==> config.mk <==
export PLATFORM = sky130hd
export DESIGN_NAME = depth_map_to_gray_normalizer_unit
export DESIGN_NICKNAME = d
export VERILOG_FILES = /design/src/rtl/core/dmgn_pkg.sv /design/src/rtl/core/dmgn_ctrl.sv /design/src/rtl/core/dmgn_datapath.sv /design/src/rtl/core/depth_map_to_gray_normalizer_unit.sv
export SDC_FILE = /design/constraint.sdc
export NUM_CORES = 1
export LEC_CHECK = 0
export BUFFER_PORTS_ARGS = -buffer_cell sky130_fd_sc_hd__buf_2
export CAP_MARGIN = 30
export CELL_PAD_IN_SITES_DETAIL_PLACEMENT = 1
export CELL_PAD_IN_SITES_GLOBAL_PLACEMENT = 2
export CORE_ASPECT_RATIO = 1.2
export CORE_MARGIN = 3
export CORE_UTILIZATION = 45
export CTS_BUF_LIST = sky130_fd_sc_hd__clkbuf_4
export DETAILED_ROUTE_END_ITERATION = 10
export PLACE_DENSITY = 0.92
export SLEW_MARGIN = 20
export SYNTH_ARGS = -nofsm -noshare
export SYNTH_HDL_FRONTEND = slang
export SYNTH_HIERARCHICAL = 1
export SYNTH_SLANG_ARGS = --single-unit
==> constraint.sdc <==
create_clock -name clk -period 16.25 [get_ports clk]
set_input_delay 2.4375 -clock clk [delete_from_list [all_inputs] [get_ports clk]]
set_output_delay 2.4375 -clock clk [all_outputs]
set_load 0.05 [all_outputs]
==> src/rtl/core/dmgn_pkg.sv <==
// Shared types, widths and constants for the depth map to gray normaliser.
// Used by dmgn_ctrl, dmgn_datapath and the top level; no dependencies.

package dmgn_pkg;

    // Field and datapath widths
    localparam int SAMPLE_W   = 16;
    localparam int DIFF_W     = SAMPLE_W + 1;
    localparam int COEF_W     = 9;
    localparam int PROD_W     = DIFF_W + COEF_W;
    localparam int NUM_W      = PROD_W - 1;
    localparam int DEN_W      = DIFF_W;
    localparam int REM_W      = DEN_W + 1;
    localparam int CNT_W      = $clog2(NUM_W);
    localparam int GRAY_W     = 8;
    localparam int CFG_IDX_W  = 1;
    localparam int CFG_DATA_W = 2;

    // Statistic reset values and gray scale constants
    localparam logic signed [SAMPLE_W-1:0] STAT_MIN_RESET = SAMPLE_W'(2048);
    localparam logic signed [SAMPLE_W-1:0] STAT_MAX_RESET = SAMPLE_W'(0);
    localparam logic signed [SAMPLE_W-1:0] DISP_LIMIT     = SAMPLE_W'(2047);
    localparam logic [GRAY_W-1:0] GRAY_FULL    = 8'd255;
    localparam logic [GRAY_W-1:0] GRAY_BASE    = 8'd64;
    localparam logic [GRAY_W-1:0] GRAY_ZERO    = 8'd0;
    localparam logic [GRAY_W-1:0] SCALE_NORMAL = GRAY_FULL - GRAY_BASE;

    // Sample format codes
    typedef enum logic [1:0] {
        FMT_DISPARITY  = 2'd0,
        FMT_MILLIMETRE = 2'd1,
        FMT_HUNDRED_UM = 2'd2
    } depth_fmt_t;

    // Configuration register indexes
    typedef enum logic [CFG_IDX_W-1:0] {
        CFG_DEPTH_FORMAT = 1'd0,
        CFG_INVERSE_MODE = 1'd1
    } cfg_idx_t;

    // Input function codes
    typedef enum logic {
        FUNC_GATHER = 1'b0,
        FUNC_MAP    = 1'b1
    } func_t;

    // Controller states
    typedef enum logic [1:0] {
        ST_IDLE,
        ST_MUL,
        ST_DIV,
        ST_OUT
    } state_t;

    // Controller to datapath commands
    typedef struct packed {
        logic cap;
        logic gat;
        logic mul;
        logic div_step;
        logic load_out;
    } ctrl_cmd_t;

    // Datapath to controller status
    typedef struct packed {
        logic bypass;
        logic div_last;
    } dp_stat_t;

endpackage

==> src/rtl/core/dmgn_ctrl.sv <==
// Controller state machine of the depth map to gray normaliser.
// Depends on dmgn_pkg for state, command and status types.

module dmgn_ctrl
(
    input  logic                clk,
    input  logic                rst_n,
    input  logic                in_valid,
    input  logic                func,
    input  logic                out_stall,
    input  dmgn_pkg::dp_stat_t  stat,
    output logic                in_stall,
    output logic                out_valid,
    output dmgn_pkg::ctrl_cmd_t cmd
);

    dmgn_pkg::state_t state_reg;
    dmgn_pkg::state_t state_next;
    logic             out_valid_reg;
    logic             out_valid_next;
    logic             out_free;

    // Output register can take a result when empty or being drained
    assign out_free = !out_valid_reg || !out_stall;

    // Next state
    always_comb
    begin
        state_next = state_reg;
        case (state_reg)
            dmgn_pkg::ST_IDLE:
            begin
                if (in_valid && (func == dmgn_pkg::FUNC_MAP))
                begin
                    state_next = dmgn_pkg::ST_MUL;
                end
            end
            dmgn_pkg::ST_MUL:
            begin
                if (stat.bypass)
                begin
                    state_next = dmgn_pkg::ST_OUT;
                end
                else
                begin
                    state_next = dmgn_pkg::ST_DIV;
                end
            end
            dmgn_pkg::ST_DIV:
            begin
                if (stat.div_last)
                begin
                    state_next = dmgn_pkg::ST_OUT;
                end
            end
            dmgn_pkg::ST_OUT:
            begin
                if (out_free)
                begin
                    state_next = dmgn_pkg::ST_IDLE;
                end
            end
            default:
            begin
                state_next = dmgn_pkg::ST_IDLE;
            end
        endcase
    end

    // Outputs and datapath commands
    always_comb
    begin
        in_stall     = 1'b1;
        cmd          = '0;
        case (state_reg)
            dmgn_pkg::ST_IDLE:
            begin
                in_stall = 1'b0;
                cmd.cap  = in_valid && (func == dmgn_pkg::FUNC_MAP);
                cmd.gat  = in_valid && (func == dmgn_pkg::FUNC_GATHER);
            end
            dmgn_pkg::ST_MUL:
            begin
                cmd.mul = 1'b1;
            end
            dmgn_pkg::ST_DIV:
            begin
                cmd.div_step = 1'b1;
            end
            dmgn_pkg::ST_OUT:
            begin
                cmd.load_out = out_free;
            end
            default:
            begin
                in_stall = 1'b1;
            end
        endcase
    end

    // Output valid: set on load, drop once the transaction completes
    always_comb
    begin
        out_valid_next = out_valid_reg;
        if (cmd.load_out)
        begin
            out_valid_next = 1'b1;
        end
        else if (out_valid_reg && !out_stall)
        begin
            out_valid_next = 1'b0;
        end
    end

    always_ff @(posedge clk or negedge rst_n)
    begin
        if (!rst_n)
        begin
            state_reg     <= dmgn_pkg::ST_IDLE;
            out_valid_reg <= 1'b0;
        end
        else
        begin
            state_reg     <= state_next;
            out_valid_reg <= out_valid_next;
        end
    end

    assign out_valid = out_valid_reg;

endmodule

==> src/rtl/core/dmgn_datapath.sv <==
// Datapath of the depth map to gray normaliser: configuration, statistics,
// scaling multiplier, bit-serial divider and output register. Uses dmgn_pkg.

module dmgn_datapath
(
    input  logic                                   clk,
    input  logic                                   rst_n,
    input  dmgn_pkg::ctrl_cmd_t                    cmd,
    output dmgn_pkg::dp_stat_t                     stat,
    input  logic                                   cfg_we,
    input  logic [dmgn_pkg::CFG_IDX_W-1:0]         cfg_index,
    input  logic [dmgn_pkg::CFG_DATA_W-1:0]        cfg_data,
    input  logic                                   frame_start,
    input  logic signed [dmgn_pkg::SAMPLE_W-1:0]   depth_sample,
    output logic [dmgn_pkg::GRAY_W-1:0]            gray_level
);

    // Configuration and statistics
    dmgn_pkg::depth_fmt_t                  fmt_reg;
    logic                                  inv_mode_reg;
    logic signed [dmgn_pkg::SAMPLE_W-1:0]  min_reg;
    logic signed [dmgn_pkg::SAMPLE_W-1:0]  min_next;
    logic signed [dmgn_pkg::SAMPLE_W-1:0]  max_reg;
    logic signed [dmgn_pkg::SAMPLE_W-1:0]  max_next;

    // Captured operands
    logic signed [dmgn_pkg::DIFF_W-1:0]    diff_reg;
    logic signed [dmgn_pkg::DIFF_W-1:0]    den_s_reg;
    logic                                  inv_reg;
    logic                                  byp_reg;
    logic [dmgn_pkg::GRAY_W-1:0]           byp_val_reg;

    // Divider
    logic [dmgn_pkg::NUM_W-1:0]            num_reg;
    logic [dmgn_pkg::DEN_W-1:0]            den_reg;
    logic [dmgn_pkg::DEN_W-1:0]            rem_reg;
    logic                                  neg_reg;
    logic [dmgn_pkg::CNT_W-1:0]            cnt_reg;

    logic [dmgn_pkg::GRAY_W-1:0]           gray_reg;

    // Combinational terms
    logic                                  smp_valid;
    logic signed [dmgn_pkg::SAMPLE_W-1:0]  base_min;
    logic signed [dmgn_pkg::SAMPLE_W-1:0]  base_max;
    logic signed [dmgn_pkg::DIFF_W-1:0]    cap_diff;
    logic signed [dmgn_pkg::DIFF_W-1:0]    cap_den;
    logic                                  cap_byp;
    logic [dmgn_pkg::GRAY_W-1:0]           cap_byp_val;
    logic [dmgn_pkg::GRAY_W-1:0]           coef;
    logic signed [dmgn_pkg::PROD_W-1:0]    prod;
    logic [dmgn_pkg::PROD_W-1:0]           prod_mag;
    logic [dmgn_pkg::DIFF_W-1:0]           den_mag;
    logic [dmgn_pkg::REM_W-1:0]            rem_sh;
    logic [dmgn_pkg::REM_W-1:0]            rem_sub;
    logic                                  q_bit;
    logic [dmgn_pkg::GRAY_W-1:0]           q8;
    logic [dmgn_pkg::GRAY_W-1:0]           gray_calc;

    // Validity of the incoming sample under the current format
    always_comb
    begin
        case (fmt_reg)
            dmgn_pkg::FMT_DISPARITY:
            begin
                smp_valid = !depth_sample[dmgn_pkg::SAMPLE_W-1]
                            && (depth_sample < dmgn_pkg::DISP_LIMIT);
            end
            dmgn_pkg::FMT_MILLIMETRE, dmgn_pkg::FMT_HUNDRED_UM:
            begin
                smp_valid = depth_sample > dmgn_pkg::STAT_MAX_RESET;
            end
            default:
            begin
                smp_valid = 1'b0;
            end
        endcase
    end

    // Running minimum and maximum, optionally restarted at frame start
    always_comb
    begin
        base_min = frame_start ? dmgn_pkg::STAT_MIN_RESET : min_reg;
        base_max = frame_start ? dmgn_pkg::STAT_MAX_RESET : max_reg;
        min_next = base_min;
        max_next = base_max;
        if (smp_valid && (depth_sample < base_min))
        begin
            min_next = depth_sample;
        end
        if (smp_valid && (depth_sample > base_max))
        begin
            max_next = depth_sample;
        end
    end

    // Operands and short-cut results for a map sample
    always_comb
    begin
        if (inv_mode_reg)
        begin
            cap_diff    = dmgn_pkg::DIFF_W'(depth_sample);
            cap_den     = dmgn_pkg::DIFF_W'(max_reg);
            cap_byp     = depth_sample[dmgn_pkg::SAMPLE_W-1]
                          || (max_reg == dmgn_pkg::STAT_MAX_RESET);
            cap_byp_val = dmgn_pkg::GRAY_FULL;
        end
        else
        begin
            cap_diff    = dmgn_pkg::DIFF_W'(depth_sample) - dmgn_pkg::DIFF_W'(min_reg);
            cap_den     = dmgn_pkg::DIFF_W'(max_reg) - dmgn_pkg::DIFF_W'(min_reg);
            cap_byp     = !smp_valid || (max_reg == min_reg);
            cap_byp_val = smp_valid ? dmgn_pkg::GRAY_BASE : dmgn_pkg::GRAY_ZERO;
        end
    end

    // Scale the difference, then split into magnitudes and quotient sign
    assign coef     = inv_reg ? dmgn_pkg::GRAY_FULL : dmgn_pkg::SCALE_NORMAL;
    assign prod     = diff_reg * $signed({1'b0, coef});
    assign prod_mag = prod[dmgn_pkg::PROD_W-1] ? dmgn_pkg::PROD_W'(-prod)
                                                : dmgn_pkg::PROD_W'(prod);
    assign den_mag  = den_s_reg[dmgn_pkg::DIFF_W-1] ? dmgn_pkg::DIFF_W'(-den_s_reg)
                                                     : dmgn_pkg::DIFF_W'(den_s_reg);

    // One restoring division step
    assign rem_sh  = {rem_reg, num_reg[dmgn_pkg::NUM_W-1]};
    assign q_bit   = rem_sh >= {1'b0, den_reg};
    assign rem_sub = rem_sh - {1'b0, den_reg};

    // Wrap the quotient to eight bits and form the gray level
    assign q8        = neg_reg ? dmgn_pkg::GRAY_W'(~num_reg[dmgn_pkg::GRAY_W-1:0] + 1'b1)
                               : num_reg[dmgn_pkg::GRAY_W-1:0];
    assign gray_calc = inv_reg ? (dmgn_pkg::GRAY_FULL - q8) : (dmgn_pkg::GRAY_BASE + q8);

    // Configuration and statistics registers
    always_ff @(posedge clk or negedge rst_n)
    begin
        if (!rst_n)
        begin
            fmt_reg      <= dmgn_pkg::FMT_DISPARITY;
            inv_mode_reg <= 1'b0;
            min_reg      <= dmgn_pkg::STAT_MIN_RESET;
            max_reg      <= dmgn_pkg::STAT_MAX_RESET;
        end
        else
        begin
            if (cfg_we && (cfg_index == dmgn_pkg::CFG_DEPTH_FORMAT))
            begin
                fmt_reg <= dmgn_pkg::depth_fmt_t'(cfg_data);
            end
            if (cfg_we && (cfg_index == dmgn_pkg::CFG_INVERSE_MODE))
            begin
                inv_mode_reg <= cfg_data[0];
            end
            if (cmd.gat)
            begin
                min_reg <= min_next;
                max_reg <= max_next;
            end
        end
    end

    // Operand capture, divider and output payload
    always_ff @(posedge clk)
    begin
        if (cmd.cap)
        begin
            diff_reg    <= cap_diff;
            den_s_reg   <= cap_den;
            inv_reg     <= inv_mode_reg;
            byp_reg     <= cap_byp;
            byp_val_reg <= cap_byp_val;
        end
        if (cmd.mul)
        begin
            num_reg <= prod_mag[dmgn_pkg::NUM_W-1:0];
            den_reg <= den_mag;
            neg_reg <= prod[dmgn_pkg::PROD_W-1] ^ den_s_reg[dmgn_pkg::DIFF_W-1];
            rem_reg <= '0;
            cnt_reg <= '0;
        end
        else if (cmd.div_step)
        begin
            rem_reg <= q_bit ? rem_sub[dmgn_pkg::DEN_W-1:0] : rem_sh[dmgn_pkg::DEN_W-1:0];
            num_reg <= {num_reg[dmgn_pkg::NUM_W-2:0], q_bit};
            cnt_reg <= cnt_reg + 1'b1;
        end
        if (cmd.load_out)
        begin
            gray_reg <= byp_reg ? byp_val_reg : gray_calc;
        end
    end

    assign stat.bypass   = byp_reg;
    assign stat.div_last = cnt_reg == dmgn_pkg::CNT_W'(dmgn_pkg::NUM_W - 1);
    assign gray_level    = gray_reg;

endmodule

==> src/rtl/core/depth_map_to_gray_normalizer_unit.sv <==
// Top level of the depth map to gray normaliser.
// Instantiates dmgn_ctrl and dmgn_datapath; types from dmgn_pkg.

// Each frame is sent twice. A gather transaction (func 0) updates the running
// minimum and maximum of the valid samples and gives no result; frame_start
// restarts the statistics with that sample. A map transaction (func 1)
// yields one gray level and occupies the block while it steps through
// accept, the scaling multiply, the bit-serial divider that produces one
// quotient bit a cycle, and the load of the output register.
// Samples that need no division (invalid, zero range, negative or zero
// maximum in inverse mode) skip the divider. The output register lets the
// next transaction be accepted while a result still waits to be taken.
// Configuration must be written only while the block is idle (not enforced).

module depth_map_to_gray_normalizer_unit
(
    input  logic                                   clk,
    input  logic                                   rst_n,
    input  logic                                   cfg_we,
    input  logic [dmgn_pkg::CFG_IDX_W-1:0]         cfg_index,
    input  logic [dmgn_pkg::CFG_DATA_W-1:0]        cfg_data,
    input  logic                                   in_valid,
    output logic                                   in_stall,
    input  logic                                   func,
    input  logic                                   frame_start,
    input  logic signed [dmgn_pkg::SAMPLE_W-1:0]   depth_sample,
    output logic                                   out_valid,
    input  logic                                   out_stall,
    output logic [dmgn_pkg::GRAY_W-1:0]            gray_level
);

    dmgn_pkg::ctrl_cmd_t cmd;
    dmgn_pkg::dp_stat_t  stat;

    // Sequencing
    dmgn_ctrl u_ctrl
    (
        .clk       (clk),
        .rst_n     (rst_n),
        .in_valid  (in_valid),
        .func      (func),
        .out_stall (out_stall),
        .stat      (stat),
        .in_stall  (in_stall),
        .out_valid (out_valid),
        .cmd       (cmd)
    );

    // Arithmetic and storage
    dmgn_datapath u_datapath
    (
        .clk          (clk),
        .rst_n        (rst_n),
        .cmd          (cmd),
        .stat         (stat),
        .cfg_we       (cfg_we),
        .cfg_index    (cfg_index),
        .cfg_data     (cfg_data),
        .frame_start  (frame_start),
        .depth_sample (depth_sample),
        .gray_level   (gray_level)
    );

endmodule
Yosys cells after proc, flatten, opt, wreduce, memory -nomap -nowiden
Index checks and enable logic that the tools add are counted.

Input port bits: 26. Register bits: 155.

Equality and inequality tests: 10. Add/subtract/negate cells: 9. Multipliers: 1. Mux-type cells: 30. Magnitude comparators: 5. Bitwise logic cells: 4. Reduce and logical (&&, ||, !) cells: 22.

Operators by type and width (count): $mux W16 (5); $mux W25 (3); $mux W17 (3); $sub A16 B16 Y17 (2); $mul A17 B9 Y26 (1); $neg A25 Y25 (1); $mux W8 (3); $ge A18 B17 Y1 (1); $neg A17 Y17 (1); $sub A17 B17 Y17 (1); $eq A16 B16 Y1 (1); $gt A16 B1 Y1 const B (1); $gt A16 B16 Y1 (1); $logic_not A16 Y1 (1); $lt A16 B12 Y1 const B (1); $lt A16 B16 Y1 (1); $mux W7 (2); $add A7 B8 Y8 const A (1); $add A8 B1 Y8 const B (1); $logic_and A1 B1 Y1 (8); $mux W1 (8); $mux W2 (4); $not A8 Y8 (1); $pmux W2 S4 (1); 16 further kinds (28).

Depth between registers and ports, before layout
Gate-level depths: netlist (run 1).

Depth in word-level cells: 6. Depth in mapped cells: 26. Depth with buffers taken out: 21.

Hierarchy
The synthesis (run 1) kept the hierarchy.

By module, submodules not included: dmgn_datapath (cells an instance 1620, area each 14457.6 um2, times used 1); dmgn_ctrl (cells an instance 25, area each 247.7 um2, times used 1).

Worst setup path after synthesis (run 1)
Ideal clock, no wire load.

Path type: reg2reg. Start point: register u_datapath.inv_reg. End point: register u_datapath/num_reg[23] (netlist name), data pin. Cell stages (with the launch flop): 23. Clock period less this slack: 5976 ps. Data arrival time: 5716 ps. Buffers on the path: 3. Slack: 10274 ps. Required time: 15990 ps. Library setup time: 260 ps. Cell sequence: edfxtp_1 -> buf_2 -> inv_1 -> clkbuf_1 -> clkbuf_1 -> nor2_1 -> ha_1 -> fa_1 -> fa_1 -> inv_1 -> fa_1 -> inv_1 -> ha_1 -> o21ai_0 -> nand2b_2 -> o31a_4 -> or3_1 -> a211o_1 -> nor3b_2 -> and4bb_2 -> a41oi_1 -> xnor2_1 -> mux2_2.

Longest elaborated chain between the ends: 5.

Ends and longest elaborated chain: start: declaration (RTL line dmgn_datapath.sv:29) `logic inv_reg;`; start signal: assignment (RTL line dmgn_datapath.sv:170) `inv_reg <= inv_mode_reg;`; $mux W7 (*) (RTL line dmgn_datapath.sv:118) `assign coef = inv_reg ? dmgn_pkg::GRAY_FULL : dmgn_pkg::SCALE_NORMAL;`; $mul A17 B9 Y26 (*) (RTL line dmgn_datapath.sv:119) `assign prod = diff_reg * $signed({1'b0, coef});`; $neg A25 Y25 (RTL line dmgn_datapath.sv:120) `assign prod_mag = prod[dmgn_pkg::PROD_W-1] ? dmgn_pkg::PROD_W'(-prod)`; $mux W25 (*) (RTL line dmgn_datapath.sv:120); $mux W25 (*) (RTL line dmgn_datapath.sv:174) `if (cmd.mul)`; end signal: assignment (RTL line dmgn_datapath.sv:176) `num_reg <= prod_mag[dmgn_pkg::NUM_W-1:0];`; end signal: assignment (RTL line dmgn_datapath.sv:185) `num_reg <= {num_reg[dmgn_pkg::NUM_W-2:0], q_bit};`; end: declaration (RTL line dmgn_datapath.sv:34) `logic [dmgn_pkg::NUM_W-1:0] num_reg;`.

Every way passes the cells marked *; elsewhere a longest branch is shown, timed or not. A chain may end at the register's enable or synchronous reset.

Final worst setup path (run 1)
Start point: register u_datapath.inv_reg. End point: register u_datapath/num_reg[13] (netlist name), data pin.

Same word-level chain as after synthesis.

==> results_dict.tcl, run 1 <==
set metrics [dict create \
    outcome "complete, no violations" \
    rsz0062_at_grt "false" \
    chipWidth_um 171.0 \
    syn_nets 1901 \
    required_ns 16.57 \
    rr_worst_depth 21 \
    max_freq_ghz 0.1529 \
    hold_path_class "flip-flop to flip-flop" \
    stdcell_count 2068 \
    route.detailed.drc 0 \
    die_h_um 204.0 \
    setup_tns_ns 0 \
    critPathLaunchType "flip-flop" \
    tightest_slew_ns 0.9193 \
    slew_viol_final 0 \
    grt_first_pass_wirelength_um 64470 \
    setup_violations 0 \
    synth-edff-count 89 \
    fin_ws_ns 9.708 \
    grt_util_met1_pct 29.24 \
    ys_warn_count 6 \
    dp_cells 2033 \
    grt.met2_usage_pct 41.07 \
    pre_cts_ws_ns 9.791 \
    drive_above_1_share_pct 8.283 \
    nets 1909 \
    dpl.hpwl_um 30720 \
    min_path_cells 1 \
    setup.worst_path.start "u_datapath/inv_reg" \
    reg2reg_to "u_datapath/num_reg[13]" \
    cts_sinks 149 \
    avgSynthCellArea_um2 8.939 \
    crit_path_end_kind "flip-flop" \
    drtPass1Iterations 5 \
    port_buffers 35 \
    routed_wl_um 38750 \
    min_period_over_period_pct 40.26 \
    cp-endpoint "u_datapath/num_reg[13]" \
    clk-insertion-delay-late_ns 0.58 \
    cts.hold.buffers_added 0 \
    ant_nets 0 \
    via_per_inst 5.669 \
    io_pins 36 \
    crit_fanout 20 \
    grt-ovfl-total 0 \
    grt_busiest_layer "met2" \
    final_common_cell "inv_1" \
    path_class "flip-flop to flip-flop" \
    htreeDepth 4 \
    arrival_ns 6.86 \
    syn_area_mm2 0.01471 \
    yosys_register_bits 149 \
    grt_pass1_vias 12498 \
    synth_top_area_share_pct 18.17 \
    skew_ns 0.03520 \
    largest_reg_flops 25 \
    syn2layout_area_growth_pct 5.471 \
    met3_usage_pct 2.205 \
    synth_area_leaders "edfxtp_1 18%, ha_1 13%, fa_1 11%, dfrtp_1 6.3%, inv_1 6.0%" \
    vias 11723 \
    num_rows 71 \
    cts_buffers 17 \
    wire_per_inst_um 18.74 \
    dieArea_mm2 0.03489 \
    ys.flop_type "edfxtp_1" \
    grt_use_total_pct 22.85 \
    initial_core_util_pct 46.24 \
    clkTransAtPathRegs_ns 0.15 \
    cts-root-buf "clkbuf_4" \
    r2r_start "u_datapath/inv_reg" \
    place.gp.congestion 0.8445 \
    cts_tree "done" \
    grt_max_degree 74 \
    reg2reg_slack_ns 9.71 \
    final_cell_mix "234 x inv_1, 147 x ha_1, 132 x nor2_1" \
    async_flop_share_pct 25.50 \
    slew-limit-headroom_pct 38.50 \
    ys_seq_area_share_pct 27.64 \
    clk_path_buf_depth 2 \
    antenna_found_initial 1 \
    synth.largest_area_cell "edfxtp_1" \
    post_cts_resized 0 \
    coreArea_mm2 0.03180 \
    postCtsSetupBuffers 0 \
    drv_cap 0 \
    yosys.cell_types.count 85 \
    finalHoldViolations 0 \
    drtIter0Drc 536 \
    post-route-min-period_ns 6.542 \
    syn_inst 1645 \
]
==> area by class of cell <==
type                       instances  area (µm²)
multi-input combinational       1203        9488
inverter                         234       878.3
fill                            3779       16290
antenna                            1       2.502
clock buffer                      17       127.6
clock inverter                    15       145.1
tap                              401       501.7
sequential                       149        4066
timing repair buffer              48       300.3
==> worst min path at each step <==
stage / start / end / slack (ns)
2_1_floorplan: u_datapath/rem_reg[16] / u_datapath/rem_reg[16] / 0.43
3_3_place_gp: u_datapath/rem_reg[16] / u_datapath/rem_reg[16] / 0.45
3_5_place_dp: u_datapath/rem_reg[16] / u_datapath/rem_reg[16] / 0.47
4_1_cts: u_datapath/rem_reg[16] / u_datapath/rem_reg[16] / 0.50
5_1_grt: u_datapath/rem_reg[16] / u_datapath/rem_reg[16] / 0.52
6_report: u_datapath/rem_reg[16] / u_datapath/rem_reg[16] / 0.50
==> metrics by stage <==
stage / util (%) / instance area (µm²) / hold WS, ns
after floorplan: - / 14710 / 0.4344
after global placement: 47.72 / 15180 / 0.4482
after detailed placement: 47.82 / 15210 / 0.4668
after CTS: 48.68 / 15480 / 0.5016
after global routing: 48.77 / 15510 / 0.5216
final: 48.77 / 15510 / 0.4990
==> layer usage <==
layer | share of wire (%) | wire (µm) | up-vias
met5 | 0 | 0 | -
li1 | - | - | 5684
met1 | 44 | 17040 | 5828
met2 | 52 | 20030 | 157
met3 | 2.3 | 873 | 54
met4 | 2.1 | 813 | 0
==> synth_stat cells (all sizes together), types with 20 or more instances <==
cell type  instances
a21o              20
a21oi             82
clkbuf            45
dfrtp             37
dfxtp             22
edfxtp            89
fa                82
ha               148
inv              234
mux2i             22
nand2            123
nand2b            49
nand3             34
nor2             132
nor3              28
o21ai             98
o31ai             26
xnor2             70
xor2              37
==> worst max-delay path: stages, from the launching register on <==
cell and delay (ns):
edfxtp_1 0.69, inv_1 0.61, nor2_1 0.13, ha_1 0.30
inv_1 0.05, fa_1 0.53, inv_1 0.06, fa_1 0.53
inv_1 0.05, fa_1 0.52, inv_1 0.04, ha_1 0.37
nand3_1 0.10, o22ai_1 0.28, o21ai_1 0.17, a31oi_4 0.25
a211oi_2 0.13, nor3_1 0.29, or3_1 0.50, o21ai_0 0.22
xnor2_1 0.17, mux2_2 0.27
==> cells by family (layout without fill, tap and decap cells) <==
logic type,Yosys count,in the layout,share of synthesized area [%]
AO/OA/AOI/OAI,364,364,16.40
XOR/XNOR,107,107,6.373
adder cells (fa/ha/maj),230,230,23.76
buffers and inverters,293,314,7.896
flip-flops,149,149,27.64
multiplexers,33,33,2.416
other,0,1,0
AND/OR/NAND/NOR,469,469,15.51
Power of run 1 is left out: the tool's default activity adds up to more than one toggle a clock period on the data nets, which glitch-free logic cannot reach.
==> inputs of run 2 (changes only) <==
- CORE_UTILIZATION: 45 -> 42
- PLACE_DENSITY: 0.92 -> 0.87
- clock period: 16.25 -> 6.7 ns (I/O delays scaled with it)
==> run 2 against run 1 <==
Clock-buffer cell count unchanged. First-iteration DRC count increased by 12%. Hold slack got worse by 0.25 ns. Global-route usage fell by 1.2 points. Die area increased by 6.9%. Critical path type unchanged. Critical path depth unchanged. Clock skew decreased by 0.0054 ns. Largest cell class unchanged.
==> results_dict.tcl, run 2 (synthesized netlist as in run 1, its figures left out) <==
set metrics [dict create \
    outcome "complete, no violations" \
    arrival_ns 6.45 \
    routed_wl_um 39250 \
    chipWidth_um 176.8 \
    met3_usage_pct 2.499 \
    wire_per_inst_um 18.45 \
    drv_cap 0 \
    initial_core_util_pct 42.93 \
    post_cts_resized 0 \
    cts_tree "done" \
    grt.met2_usage_pct 38.89 \
    largest_reg_flops 25 \
    finalHoldViolations 0 \
    required_ns 7.06 \
    via_per_inst 5.519 \
    coreArea_mm2 0.03426 \
    grt_util_met1_pct 27.37 \
    ant_nets 0 \
    rsz0062_at_grt "false" \
    cp_top_family "adder cells" \
    dpl.hpwl_um 31450 \
    port_buffers 35 \
    grt_use_total_pct 21.65 \
    route.detailed.drc 0 \
    crit_chain "inv_1 -> nor2_1 -> ha_1 -> inv_1 -> fa_1 -> inv_1 -> fa_1 -> inv_1 -> fa_1 -> inv_1 -> ha_1 -> nand3_1 -> o22ai_1 -> o21ai_1 -> a31oi_4 -> a211oi_2 -> nor3_1 -> or3_1 -> o21ai_0 -> xnor2_1 -> mux2_2" \
    path_buf_inv 5 \
    dieArea_mm2 0.03730 \
    cts_buffers 17 \
    crit_path_end_kind "flip-flop" \
    final_cell_mix "234 x inv_1, 147 x ha_1, 131 x nor2_1" \
    cpMostUsedCell "inv_1" \
    grt_max_degree 61 \
    antenna_found_initial 1 \
    min_period_over_period_pct 90.79 \
    cts_sinks 149 \
    final_common_cell "inv_1" \
    rr_worst_depth 21 \
    die_h_um 211.0 \
    fill_cells 4068 \
    cts-root-buf "clkbuf_4" \
    vias 11738 \
    whs_ns 0.2454 \
    grt_busiest_layer "met2" \
    setup_violations 0 \
    skew_ns 0.02984 \
    setup_tns_ns 0 \
    slew_viol_final 0 \
    syn2layout_area_growth_pct 6.254 \
    postCtsSetupBuffers 0 \
    num_rows 74 \
    crit_fanout 16 \
    critPathSlowestCell "fa_1" \
    cts.hold.buffers_added 0 \
    post-route-min-period_ns 6.083 \
    drive_above_1_share_pct 8.503 \
    clk_path_buf_depth 2 \
    drtPass1Iterations 5 \
    clk-insertion-delay-late_ns 0.62 \
    grt_first_pass_wirelength_um 64410 \
    grt-ovfl-total 0 \
    drtIter0Drc 601 \
    grt_pass1_vias 12380 \
    place.gp.congestion 0.8453 \
    htreeDepth 4 \
    max_freq_ghz 0.1644 \
    io_pins 36 \
    cp_num_cells 21 \
    hold_path_class "input port to asynchronous set/reset pin" \
    tightest_slew_ns 0.9120 \
    slowest_delay_ns 0.53 \
    path_class "flip-flop to flip-flop" \
    slew-limit-headroom_pct 38.99 \
    nets 1913 \
    clkTransAtPathRegs_ns 0.15 \
    critPathLaunchType "flip-flop" \
]
## run 2: routing by layer
layer / vias up / wire [µm]
li1: 5694 / -
met1: 5838 / 17510
met2: 156 / 20170
met3: 50 / 808
met4: 0 / 762
met5: - / 0
## run 2: per-stage QoR
step	setup WS [ns]	instances	cell area, µm²	utilization (%)
after detailed placement	0.6356	2091	15290	44.64
after CTS	0.6248	2123	15580	45.47
after global routing	0.1758	2127	15630	45.61
final	0.6171	2127	15630	45.61
after global placement	0.8148	2090	15280	44.59
after floorplan	0.7240	1645	14710	-
## run 2: worst paths after layout
path	slack [ns]	start	endpoint
max	0.62	u_datapath/inv_reg	u_datapath/num_reg[13]
min	0.25	rst_n	u_datapath/min_reg[13]
max reg2reg	0.62	u_datapath/inv_reg	u_datapath/num_reg[13]
min reg2reg	0.50	u_datapath/rem_reg[16]	u_datapath/rem_reg[16]
max in group asynchronous	5.93	rst_n	u_datapath/min_reg[11]
min in group clk	0.50	u_datapath/rem_reg[16]	u_datapath/rem_reg[16]
## run 2: final cells by class
| class | count | area, µm² | share of cell area (%) |
|---|---|---|---|
| diodes | 1 | 2.502 | 0.01602 |
| clock buffers | 17 | 127.6 | 0.8168 |
| clock inverters | 15 | 155.1 | 0.9930 |
| inverters | 234 | 878.3 | 5.621 |
| multi-input cells | 1203 | 9490 | 60.74 |
| flip-flops and latches | 149 | 4066 | 26.02 |
| well taps | 456 | 570.5 | 3.652 |
| repair buffers | 52 | 334.1 | 2.138 |
## run 2: worst reg2reg max path, cell delays in order (launching register included)
cell	delay, ns
edfxtp_1	0.41
inv_1	0.34
nor2_1	0.13
ha_1	0.32
inv_1	0.06
fa_1	0.53
inv_1	0.06
fa_1	0.53
inv_1	0.05
fa_1	0.52
inv_1	0.04
ha_1	0.38
nand3_1	0.11
o22ai_1	0.30
o21ai_1	0.17
a31oi_4	0.26
a211oi_2	0.15
nor3_1	0.29
or3_1	0.52
o21ai_0	0.22
xnor2_1	0.17
mux2_2	0.28
Power of run 2 is left out for the same reason.
